==> config.mk <==
export PLATFORM = sky130hd
export DESIGN_NAME = scp_fifo
export DESIGN_NICKNAME = d
export VERILOG_FILES = /design/src/hw/rtl/scp_pkg.sv /design/src/hw/rtl/scp_fifo.sv
export SDC_FILE = /design/constraint.sdc
export NUM_CORES = 1
export LEC_CHECK = 0
export ABC_CLOCK_PERIOD_IN_PS = 8600
export BUFFER_PORTS_ARGS = -buffer_cell sky130_fd_sc_hd__buf_2
export CORE_UTILIZATION = 40
export CTS_BUF_LIST = sky130_fd_sc_hd__clkbuf_8
export DETAILED_ROUTE_END_ITERATION = 6
export SYNTH_ARGS = -nofsm -noshare
export SYNTH_HDL_FRONTEND = slang
export SYNTH_SLANG_ARGS = --single-unit
export TNS_END_PERCENT = 1
==> constraint.sdc <==
create_clock -name i_clk -period 8.6 [get_ports i_clk]
set_input_delay 0.43 -clock i_clk [delete_from_list [all_inputs] [get_ports i_clk]]
set_output_delay 0.43 -clock i_clk [all_outputs]
set_load 0.05 [all_outputs]
==> src/hw/rtl/scp_pkg.sv <==
package scp_pkg;

    localparam int SCP_NUM_SUB   = 6;
    localparam int SCP_NUM_MASKS = 64;
    localparam int SCP_QDEPTH    = 2;
    localparam int SCP_SUM_W     = 11;  // six 8-bit channel values
    localparam int SCP_DIST_W    = 18;  // three squared 8-bit differences
    localparam int SCP_ERR_W     = 21;  // six subpixel distances
    localparam int SCP_RECIP_W   = 17;
    localparam int SCP_RECIP_SH  = 16;

    typedef struct packed {
        logic [23:0] px0_rgb;
        logic [23:0] px1_rgb;
        logic [23:0] px2_rgb;
        logic [23:0] px3_rgb;
        logic [23:0] px4_rgb;
        logic [23:0] px5_rgb;
        logic [5:0]  opaque_flags;
        logic [23:0] under_color;
    } t_scp_in;

    typedef struct packed {
        logic [5:0]  glyph_mask;
        logic [23:0] fg_color;
        logic [23:0] bg_color;
    } t_scp_out;

    // resolved subpixel colors of one cell, index = subpixel number
    typedef logic [SCP_NUM_SUB-1:0][23:0] t_scp_cell;

    typedef struct packed {
        logic full;
        logic empty;
    } t_scp_qstat;

    // ceil(2^16 / n); exact floor division for sums up to 1530 and n in 1..6
    function automatic logic [SCP_RECIP_W-1:0] scp_recip(input logic [2:0] n);
        logic [SCP_RECIP_W-1:0] r;
        r = '0;
        case (n)
            3'd1:    r = 17'd65536;
            3'd2:    r = 17'd32768;
            3'd3:    r = 17'd21846;
            3'd4:    r = 17'd16384;
            3'd5:    r = 17'd13108;
            3'd6:    r = 17'd10923;
            default: r = '0;
        endcase
        return r;
    endfunction

endpackage

==> src/hw/rtl/scp_fifo.sv <==
module scp_fifo #(
    parameter int DEPTH = scp_pkg::SCP_QDEPTH
) (
    input  logic                i_clk,
    input  logic                i_rst_n,
    input  logic                i_push,
    input  scp_pkg::t_scp_cell  i_cell,
    input  logic                i_pop,
    output scp_pkg::t_scp_cell  o_cell,
    output scp_pkg::t_scp_qstat o_stat
);
    import scp_pkg::*;

    localparam int IW = (DEPTH > 1) ? $clog2(DEPTH) : 1;
    localparam int CW = $clog2(DEPTH + 1);

    t_scp_cell     r_mem [DEPTH];
    logic [IW-1:0] r_wr, n_wr;
    logic [IW-1:0] r_rd, n_rd;
    logic [CW-1:0] r_cnt, n_cnt;

    assign o_stat.full  = (r_cnt == CW'(DEPTH));
    assign o_stat.empty = (r_cnt == '0);
    assign o_cell       = r_mem[r_rd];

    always_comb begin
        n_wr  = r_wr;
        n_rd  = r_rd;
        n_cnt = r_cnt;
        if (i_push) begin
            n_wr = (r_wr == IW'(DEPTH - 1)) ? '0 : r_wr + 1'b1;
        end
        if (i_pop) begin
            n_rd = (r_rd == IW'(DEPTH - 1)) ? '0 : r_rd + 1'b1;
        end
        if (i_push && !i_pop) begin
            n_cnt = r_cnt + 1'b1;
        end else if (!i_push && i_pop) begin
            n_cnt = r_cnt - 1'b1;
        end
    end

    always_ff @(posedge i_clk) begin
        if (!i_rst_n) begin
            r_wr  <= '0;
            r_rd  <= '0;
            r_cnt <= '0;
        end else begin
            r_wr  <= n_wr;
            r_rd  <= n_rd;
            r_cnt <= n_cnt;
        end
    end

    always_ff @(posedge i_clk) begin
        if (i_push) begin
            r_mem[r_wr] <= i_cell;
        end
    end

endmodule

==> metrics.md <==
| Metric | Value |
|---|---|
| Most used cells in the layout excluding fill and tap cells | `293 x buf_2, 288 x edfxtp_1, 84 x mux2_2` |
| Total count of hold-check failures in the final report | `0` |
| Detailed-routing iteration count for the pre-antenna-repair pass | `4` |
| Post-synthesis to final-layout area growth | `25.69%` |
| Number of cells on the worst hold path | `1` |
| Mean post-synth cell area | `23.07 um2` |
| Final setup slack of the worst path | `around 5400 ps` |
| Maximum Capacitance Violations | `0` |
| Initial Utilization | `41.14%` |
| Iteration-0 DRC Markers | `288` |
| Total global routing track utilization | `14.78%` |
| Endpoint class of the critical path | `output port` |
| Number of placed instances with taps included | `between 1000 and 1500` |
| Maximum vdd ir drop | `about 140 uV` |
| Finished Layout Cells | `1178` |
| Count of buffers inserted at the top-level ports | `approximately 290` |
| Total power of the final layout | `3.413 mW` |
| Post-synthesis cell type count | `17` |
| Worst r2r src | `r_wr$_SDFFE_PN0P_` |
| Vias/cell | `4.715` |
| Remaining DRCs | `0` |
| NumNets Final | `951` |
| Post-synthesis register bit count | `293` |
| Placeable core area | `roughly 26000 um2` |
| Count of endpoints failing setup in the final report | `0` |
| Share of synthesized area occupied by flip-flops and latches | `80.69%` |
| Count of final max-slew check failures | `0` |
| Actual transition at the worst max-transition pin | `909.4 ps` |
| Data required, critical path | `approximately 8000 ps` |
| Type of the worst setup path | `flop to output port` |
| Fraction of final layout cells with drive strength greater than 1 | `60.95%` |
| Antenna Violating Nets Remaining | `0` |
| Classification of the worst-slack hold path | `primary input to flop` |
| Reg clk slew, reported paths | `~60 ps` |
| Final Critical Period | `3176 ps` |
| Top-area cell type share of the netlist area | `between 70% and 80%` |
| Post-Syn Nets | `619` |
| Maximum level of the CTS H-tree | `2` |
| Die extent in y | `166.6 um` |
| Cell at the root of the clock tree | `clkbuf_8` |
| Final HPWL DP | `14.03 mm` |
| Gate Count Post-Synth | `470` |
| Capture instance of the worst register-to-register path | `r_mem[1][121]$_DFFE_PP_` |
| Clock skew | `between 10 and 15 ps` |
| Die Width | `166.6 um` |
| Clock buffer count from CTS | `47` |
| Insertion delay of the later-clocked pin in the worst-skew pair | `540 ps` |
| Total congestion overflow after global routing | `0` |
| Number of sinks handled by clock tree synthesis | `between 200 and 300` |
| CTS tree | `yes` |
| Worst slack, placed | `5578 ps` |
| Final std cell area, no fill | `13630 um2` |
| Io pins | `294` |
| Commonest non-fill, non-tap cell in the layout | `buf_2` |
| Number of core rows | `59` |
| First-pass GRT wire length | `31.66 mm` |
| Critical path data arrival time | `around 2800 ps` |
| Initial antenna violation count | `4` |
| Longest Clk Path Bufs | `3` |
| Biggest area consumer among synthesized cells | `edfxtp_1` |
| Pleak | `about 5.3 nW` |
| Final clock period utilization by the worst path | `36.93%` |
| Drt total wl | `around 21 mm` |
| Highest achievable clock rate | `314.9 MHz` |
| CTS hold repair buffers | `0` |
| Number of global-route vias before repair | `a little under 6000` |
| Warnings from Yosys | `0` |
| Post-detailed-route wirelength per cell | `17.92 um` |
| Cell Area, Placed | `about 13000 um2` |
| Highest fanout seen on the critical path | `64` |
| Setup Fix Bufs, Post-CTS | `0` |
| Worst setup SP type | `flop` |
| End point of the critical path | `o_cell[134]` |
| Largest net degree at the start of global routing | `65` |
| Die ar. | `27770 um2` |
| Final RePlAce weighted congestion | `0.7483` |
| Headroom to the max-slew limit | `39.37%` |
| Register-to-Register Setup Slack | `5820 ps` |
| Worst hold slack after final layout | `66.17 ps` |
| Final design utilization | `a little over 50%` |
| Setup repair after global routing missed its margin | `no` |
| Sum of negative setup slack | `0 ps` |
| Resized cells post-CTS | `0` |
| Total power density per cell area | `roughly 250 nW/um2` |
| Worst R2R Path Depth | `3` |
| Status | `complete, no violations` |
| Cells taking the most area after synthesis | `edfxtp_1 80%, mux2_2 8.7%, mux2_4 8.3%` |
| Synthesized area | `roughly 11000 um2` |
| Via count | `between 5000 and 6000` |
[worst min-delay path by stage]
| stage | start | endpoint | slack (ps) |
|---|---|---|---|
| after floorplan | r_cnt[1]$_SDFFE_PN0P_ | r_cnt[1]$_SDFFE_PN0P_ | 470 |
| after global placement | r_cnt[1]$_SDFFE_PN0P_ | r_cnt[1]$_SDFFE_PN0P_ | 480 |
| after detailed placement | r_cnt[1]$_SDFFE_PN0P_ | r_cnt[1]$_SDFFE_PN0P_ | 510 |
| after CTS | i_cell[65] | r_mem[1][65]$_DFFE_PP_ | 10 |
| after global routing | i_cell[109] | r_mem[0][109]$_DFFE_PP_ | 20 |
| final | i_cell[65] | r_mem[1][65]$_DFFE_PP_ | 70 |
[worst max-delay path: stages, from the launching register on]
cell and delay, ps:
dfxtp_4 690, buf_4 790, mux2_2 440, buf_2 220
[per-layer routing]
| layer | track usage (%) | vias up | wire length [um] | part of all wire [%] |
|---|---|---|---|---|
| met2 | 24.74 | 231 | 10230 | 48 |
| met3 | 4.895 | 52 | 1699 | 8.0 |
| met5 | 0 | - | 26 | 0.12 |
| met1 | 18.04 | 2714 | 8670 | 41 |
| met4 | 4.871 | 4 | 476 | 2.3 |
| li1 | - | 2553 | - | - |
[sequential cells by signal, indices dropped and copies added (netlist names), named ones only]
signal and cells:
r_wr 1, r_mem 288, r_rd 1, r_cnt 2
[cell families after synthesis]
kind of cell	share of synthesized area (%)
AO/OA/AOI/OAI	0.1847
XOR/XNOR	0.2424
adder cells (fa/ha/maj)	0.1154
buffers and inverters	1.235
flip-flops	80.69
multiplexers	17.03
AND/OR/NAND/NOR	0.4962
[layout make-up]
cell class	instances	area (um2)
Timing Repair Buffer	299	1511
Clock inverter	36	261.5
Multi-Input combinational cell	160	1969
Tap cell	335	419.2
Clock buffer	51	701.9
Antenna cell	3	7.507
Sequential cell	293	8752
Inverter	1	3.754
Fill cell	2168	12730
[cell usage after synthesis]
| library cell | count |
|---|---|
| xnor2_1 | 1 |
| xor2_1 | 2 |
| ha_1 | 1 |
| inv_1 | 1 |
| nor2_1 | 1 |
| mux2_4 | 60 |
| or3_1 | 1 |
| mux2_2 | 84 |
| dfxtp_1 | 5 |
| edfxtp_1 | 288 |
| buf_2 | 8 |
| nor2b_1 | 3 |
| a21boi_0 | 1 |
| o21ai_0 | 1 |
| and2_1 | 4 |
| buf_6 | 8 |
| o21a_1 | 1 |
[report_power, final]
| group | total [mW] | internal [mW] | switching (mW) | leakage [nW] |
|---|---|---|---|---|
| registers | 1.68 | 1.65 | 0.0245 | 2.75 |
| logic | 0.547 | 0.165 | 0.382 | 2.01 |
| clock network | 1.19 | 0.669 | 0.520 | 0.541 |
| total | 3.41 | 2.49 | 0.926 | 5.29 |
No activity file was read; power rests on OpenSTA's default activity.
