**src/hw/rtl/scp_pkg.sv**
```systemverilog
package scp_pkg;

    localparam int SCP_NUM_SUB   = 6;
    localparam int SCP_NUM_MASKS = 64;
    localparam int SCP_QDEPTH    = 2;
    localparam int SCP_SUM_W     = 11;  // six 8-bit channel values
    localparam int SCP_DIST_W    = 18;  // three squared 8-bit differences
    localparam int SCP_ERR_W     = 21;  // six subpixel distances
    localparam int SCP_RECIP_W   = 17;
    localparam int SCP_RECIP_SH  = 16;

    typedef struct packed {
        logic [23:0] px0_rgb;
        logic [23:0] px1_rgb;
        logic [23:0] px2_rgb;
        logic [23:0] px3_rgb;
        logic [23:0] px4_rgb;
        logic [23:0] px5_rgb;
        logic [5:0]  opaque_flags;
        logic [23:0] under_color;
    } t_scp_in;

    typedef struct packed {
        logic [5:0]  glyph_mask;
        logic [23:0] fg_color;
        logic [23:0] bg_color;
    } t_scp_out;

    // resolved subpixel colors of one cell, index = subpixel number
    typedef logic [SCP_NUM_SUB-1:0][23:0] t_scp_cell;

    typedef struct packed {
        logic full;
        logic empty;
    } t_scp_qstat;

    // ceil(2^16 / n); exact floor division for sums up to 1530 and n in 1..6
    function automatic logic [SCP_RECIP_W-1:0] scp_recip(input logic [2:0] n);
        logic [SCP_RECIP_W-1:0] r;
        r = '0;
        case (n)
            3'd1:    r = 17'd65536;
            3'd2:    r = 17'd32768;
            3'd3:    r = 17'd21846;
            3'd4:    r = 17'd16384;
            3'd5:    r = 17'd13108;
            3'd6:    r = 17'd10923;
            default: r = '0;
        endcase
        return r;
    endfunction

endpackage

```
**src/hw/rtl/scp_front.sv**
```systemverilog
module scp_front (
    input  scp_pkg::t_scp_in   i_in,
    input  logic               i_accept,
    output logic               o_push,
    output scp_pkg::t_scp_cell o_cell
);
    import scp_pkg::*;

    logic [SCP_NUM_SUB-1:0][23:0] w_px;

    assign w_px = {i_in.px5_rgb, i_in.px4_rgb, i_in.px3_rgb,
                   i_in.px2_rgb, i_in.px1_rgb, i_in.px0_rgb};

    // a cell with nothing opaque produces no result and is dropped here
    assign o_push = i_accept && (i_in.opaque_flags != '0);

    always_comb begin
        for (int i = 0; i < SCP_NUM_SUB; i++) begin
            o_cell[i] = i_in.opaque_flags[i] ? w_px[i] : i_in.under_color;
        end
    end

endmodule

```
**config.mk**
```make
export PLATFORM = sky130hd
export DESIGN_NAME = scp_front
export DESIGN_NICKNAME = d
export VERILOG_FILES = /design/src/hw/rtl/scp_pkg.sv /design/src/hw/rtl/scp_front.sv
export SDC_FILE = /design/constraint.sdc
export NUM_CORES = 1
export LEC_CHECK = 0
export BUFFER_PORTS_ARGS = -buffer_cell sky130_fd_sc_hd__buf_2
export CELL_PAD_IN_SITES_DETAIL_PLACEMENT = 0
export CELL_PAD_IN_SITES_GLOBAL_PLACEMENT = 1
export CORE_AREA = 2 2 124 126
export DETAILED_ROUTE_END_ITERATION = 16
export DIE_AREA = 0 0 126 128
export GPL_ROUTABILITY_DRIVEN = 0
export PLACE_DENSITY_LB_ADDON = 0.1
export SETUP_SLACK_MARGIN = 0.3
export SYNTH_ARGS = -nofsm -noshare
export SYNTH_HDL_FRONTEND = slang
export SYNTH_SLANG_ARGS = --single-unit
```
**constraint.sdc**
```tcl
create_clock -name vclk -period 2.61
set_input_delay 0.6525 -clock vclk [all_inputs]
set_output_delay 0.6525 -clock vclk [all_outputs]
set_load 0.01 [all_outputs]
```
==> metrics.txt, run 1 <==
largest net degree at the start of global routing 14; CP Depth 4; Post-Syn Area 0.001732 mm2; CP max FO 3; core box area 0.01486 mm2; Pleak 1.884 nW; hold path startpoint i_accept; # fillers 1665; Yosys top cell area share 0.9364; RSZ-0062 raised after global routing true; critical-path cell list buf_2, or4_1, o31a_1, buf_2; Initial Utilization 0.1165; Seq cells 0; Top Family by Delay on Critical Path simple AND/OR/NAND/NOR gates; CP Class input pin to output port; Die Ht 128 um; drt initial violations 19; most common library cells after synthesis mux2_2, buf_2, clkbuf_1; Power Dens Cells 194.0 mW/mm2; post-route minimum period 2.297 ns; Port Buffers 320; Die ar. 0.01613 mm2; Rows 45; DR pass1 iterations 2; top-count cell post-synth mux2_2; Vias 2676; Gates resized, CTS repair 0; worst IR drop on VDD 0.05434 mV; DRC errors left 0; WL final 11000 um; Detailed Place HPWL 9747 um; number of global-route vias before repair 2662; Warnings, synthesis 0; Hold Crit Depth 3; CP Capture Type output port; Post CTS Setup Buffer Count 0; Diodes inserted 0; first-pass GRT wire length 15010 um; largest area contributor in the netlist mux2_2; Crit path largest cell delay 0.51 ns; Yosys cell types 6; Final period util 0.8802; Die W 126 um; clkbuf count 0; register area share after synthesis 0; final max-slew violation count 0; HP Class input pin to output port; Buf/Inv on CP 2; outcome completed; Cells after Synth 164; Arr. time, crit path 1.64 ns; register area 0 um2; most used cell, CP buf_2; Post-Syn Nets 339; gr ovfl total 0; Avg WL per Cell 16.52 um; number of max-cap violations 0; post-synthesis average cell area 10.56 um2; hold_buf cts 0; Post-Route Setup TNS 0 ns; Final Hold Viols 0; Synth area leaders mux2_2, buf_2, buf_6; end of the worst hold path o_push; Finished Core Util 0.2398; Final nets 655; startpoint types input pin; Area Growth Syn to Fin 105.9%; CP required 1.96 ns; initial antenna violation count 0; IO Pins 320; CP max-delay cell or4_1; gr usage total 0.1193; Vias/cell 4.018; final setup fails 0; fraction of layout cells with a size suffix above 1 0.9958; Max-slew headroom 0.8493; Slew @ Worst Pin 0.2261 ns; post-route ant nets 0; Fmax 435.3 MHz
-- final cells by class --
cell class	instances	area, um2	share of cell area
tap	188	235.2	0.06599
multi-input combinational	146	1638	0.4595
timing repair buffer	332	1692	0.4746
-- worst max-delay path by stage --
| stage | start | to | slack [ns] |
|---|---|---|---|
| floorplan | i_in[28] | o_push | 0.40 |
| global placement | i_in[29] | o_push | 0.29 |
| detailed placement | i_in[29] | o_push | 0.31 |
| CTS | i_in[29] | o_push | 0.31 |
| global route | i_in[29] | o_push | 0.27 |
| finish | i_in[29] | o_push | 0.31 |
-- per-stage QoR --
| stage | setup WS [ns] | instances | area [um2] | hold slack (ns) | total power [W] |
|---|---|---|---|---|---|
| 5_1_grt | 0.2738 | 666 | 3565 | 1.621 | 0.0007482 |
| 6_report | 0.3126 | 666 | 3565 | 1.607 | 0.0006916 |
| 4_1_cts | 0.3070 | 666 | 3565 | 1.609 | 0.0007104 |
| 3_5_place_dp | 0.3098 | 666 | 3565 | 1.609 | 0.0007075 |
| 2_1_floorplan | 0.4035 | 164 | 1732 | 1.416 | 0.0003427 |
| 3_3_place_gp | 0.2893 | 666 | 3565 | 1.617 | 0.0007115 |
-- power by group --
part           switching [W]  internal (W)  total (W)
registers                  0             0          0
logic               0.000318      0.000374   0.000692
clock network              0             0          0
total               0.000318      0.000374   0.000692
-- layer usage --
layer	routed length, um	part of all wire	GRT usage	vias to the layer above
li1	-	-	-	1258
met1	3715	0.34	0.1146	1232
met2	6291	0.57	0.2688	186
met3	992	0.090	0.02295	0
met4	0	0	0	0
met5	0	0	0	-
-- placed cells by master, fill, tap and decap left out --
master  count
buf_4      12
mux2_2    144
or4_1       1
o31a_1      1
buf_2     320
-- tightest hold or removal path, cell delays in order --
cell	delay, ns
buf_2	0.08
o31a_1	0.11
buf_2	0.12
-- cells by family (layout without fill, tap and decap cells) --
logic type | count (synthesis) | in the layout | synth area share
muxes | 144 | 144 | 0.9364
AOI/OAI and AO/OA | 1 | 1 | 0.005059
buffers and inverters | 18 | 332 | 0.05419
and+or+nand+nor | 1 | 1 | 0.004337
Power figures use the tool's default switching activity.
==> inputs of run 2 (changes only) <==
--- a/config.mk
+++ b/config.mk
@@ -12,6 +12,7 @@
 export DETAILED_ROUTE_END_ITERATION = 16
 export DIE_AREA = 0 0 126 128
 export GPL_ROUTABILITY_DRIVEN = 0
+export GPL_TIMING_DRIVEN = 0
 export PLACE_DENSITY_LB_ADDON = 0.1
 export SETUP_SLACK_MARGIN = 0.3
 export SYNTH_ARGS = -nofsm -noshare
==> run 2 against run 1 <==
  * Fmax decreased by 0.67%
  * Design area increased by 0.84%
  * Setup slack got worse by 0.016 ns
  * Non-clock buffer count unchanged
  * Power increased by 0.76%
  * Hold slack improved by 0.0080 ns
  * Critical path depth unchanged
  * Global-route usage increased by 0.25 points
  * First-iteration DRC count increased by 130%
==> metrics.txt, run 2 (synthesis results as in run 1) <==
first-pass GRT wire length 15250 um (+1.6%); Avg WL per Cell 16.81 um (+1.8%); Finished Layout Cells 666 (unchanged); Final Hold Viols 0 (unchanged); number of global-route vias before repair 2563 (-3.7%); crit path from i_in[29]; Fmax 432.3 MHz (-0.67%); HP Class input pin to output port; Post CTS Setup Buffer Count 0 (unchanged); post-route minimum period 2.313 ns (+0.01558 ns); Rows 45 (unchanged); total instance count after detailed placement 666 (unchanged); DR pass1 iterations 3 (+1); Psw 0.0003192 W (+0.49%); Area Growth Syn to Fin 107.6%; Vias 2642 (-1.3%); post-route ant nets 0 (unchanged); Post-Route Setup TNS 0 ns (unchanged); Die ar. 0.01613 mm2 (unchanged); CP Class input pin to output port; Detailed Place HPWL 9611 um (-1.4%); Final period util 0.8862 (+0.005969); final setup fails 0 (unchanged); gr usage total 0.1219 (+0.002543); DRC errors left 0 (unchanged); WL final 11200 um (+1.8%); fraction of layout cells with a size suffix above 1 0.9958 (unchanged); core box area 0.01486 mm2 (unchanged); number of max-cap violations 0 (unchanged); RSZ-0062 raised after global routing true; CP Capture Type output port; initial antenna violation count 1 (+1); CP max FO 7 (+4); Power Dens Cells 193.9 mW/mm2 (about the same); Port Buffers 314 (-1.9%); Initial Utilization 0.1165 (unchanged); worst IR drop on VDD 0.06127 mV (+13%); clkbuf count 0 (unchanged); Seq cells 0 (unchanged); part of the power in combinational logic 1.000 (about the same); largest net degree at the start of global routing 11 (-3); startpoint types input pin; final max-slew violation count 0 (unchanged); hold path startpoint i_in[59]; register area 0 um2 (unchanged); hold_buf cts 0 (unchanged); most common cell after layout, fill and taps aside buf_2; clock group share of total power 0 (unchanged); Die W 126 um (unchanged); Flop pwr share 0 (unchanged); Final nets 655 (unchanged); internal power consumption 0.0003777 W (+1.0%); Arr. time, crit path 1.66 ns (+0.02 ns); gr ovfl total 0 (unchanged); Setup crit end o_push; outcome completed; commonest cells after routing, fill and taps aside buf_2, mux2_2, buf_6; Vias/cell 3.967 (-1.3%); Total Power 0.0006969 W (+0.76%); CP required 1.96 ns (about the same); Max-slew headroom 0.7846 (-0.06464); IO Pins 320 (unchanged); Sw Share 0.4580 (-0.001244); drt initial violations 44 (+25); Diodes inserted 0 (unchanged); Pleak 1.894 nW (+0.55%); Slew @ Worst Pin 0.3231 ns (+0.09696 ns); Die Ht 128 um (unchanged)
==> run 2: cell type report <==
cell class / count / area [um2]
Fill cell: 1672 / 11270
Multi-Input combinational cell: 146 / 1638
Timing Repair Buffer: 314 / 1572
Buffer: 18 / 150.1
Tap cell: 188 / 235.2
==> run 2: worst min path at each step <==
stage	slack, ns	cells past startpoint	end
final	1.61	3	o_cell[101]
after global routing	1.62	3	o_cell[30]
after CTS	1.62	3	o_cell[29]
after detailed placement	1.61	3	o_cell[29]
after global placement	1.62	3	o_cell[24]
after floorplan	1.42	1	o_push
==> run 2: metal layers <==
layer | global-route usage | wire length (um)
met5 | 0 | 0
met4 | 0.004525 | 23
met3 | 0.02922 | 1097
met2 | 0.2657 | 6297
met1 | 0.1189 | 3779
==> run 2: stage by stage <==
step / util / hold WS (ns) / cell area, um2 / worst slack, ns
after floorplan: - / 1.416 / 1732 / 0.4035
after CTS: 0.2411 / 1.616 / 3583 / 0.2913
after global placement: 0.2380 / 1.618 / 3538 / 0.04432
after detailed placement: 0.2380 / 1.614 / 3538 / 0.03178
final: 0.2418 / 1.615 / 3595 / 0.2970
after global routing: 0.2418 / 1.625 / 3595 / 0.2764
==> run 2: power groups by stage <==
stage          Clock (W)  Combinational [W]  Sequential [W]
6_report               0           0.000697               0
5_1_grt                0           0.000754               0
4_1_cts                0           0.000714               0
3_5_place_dp           0           0.000703               0
3_3_place_gp           0           0.000707               0
2_1_floorplan          0           0.000343               0
==> run 2: what timing repair did <==
item / CTS / global route
endpoints found under the setup margin: 99 / 23
hold endpoints to repair: 0 / 0
pin swaps: 0 / 0
resized for setup: 16 / 3
==> run 2: worst max-delay path, cell delays in order <==
cell and delay (ns):
buf_6 0.12, or4_1 0.51, o31a_1 0.24, buf_2 0.14
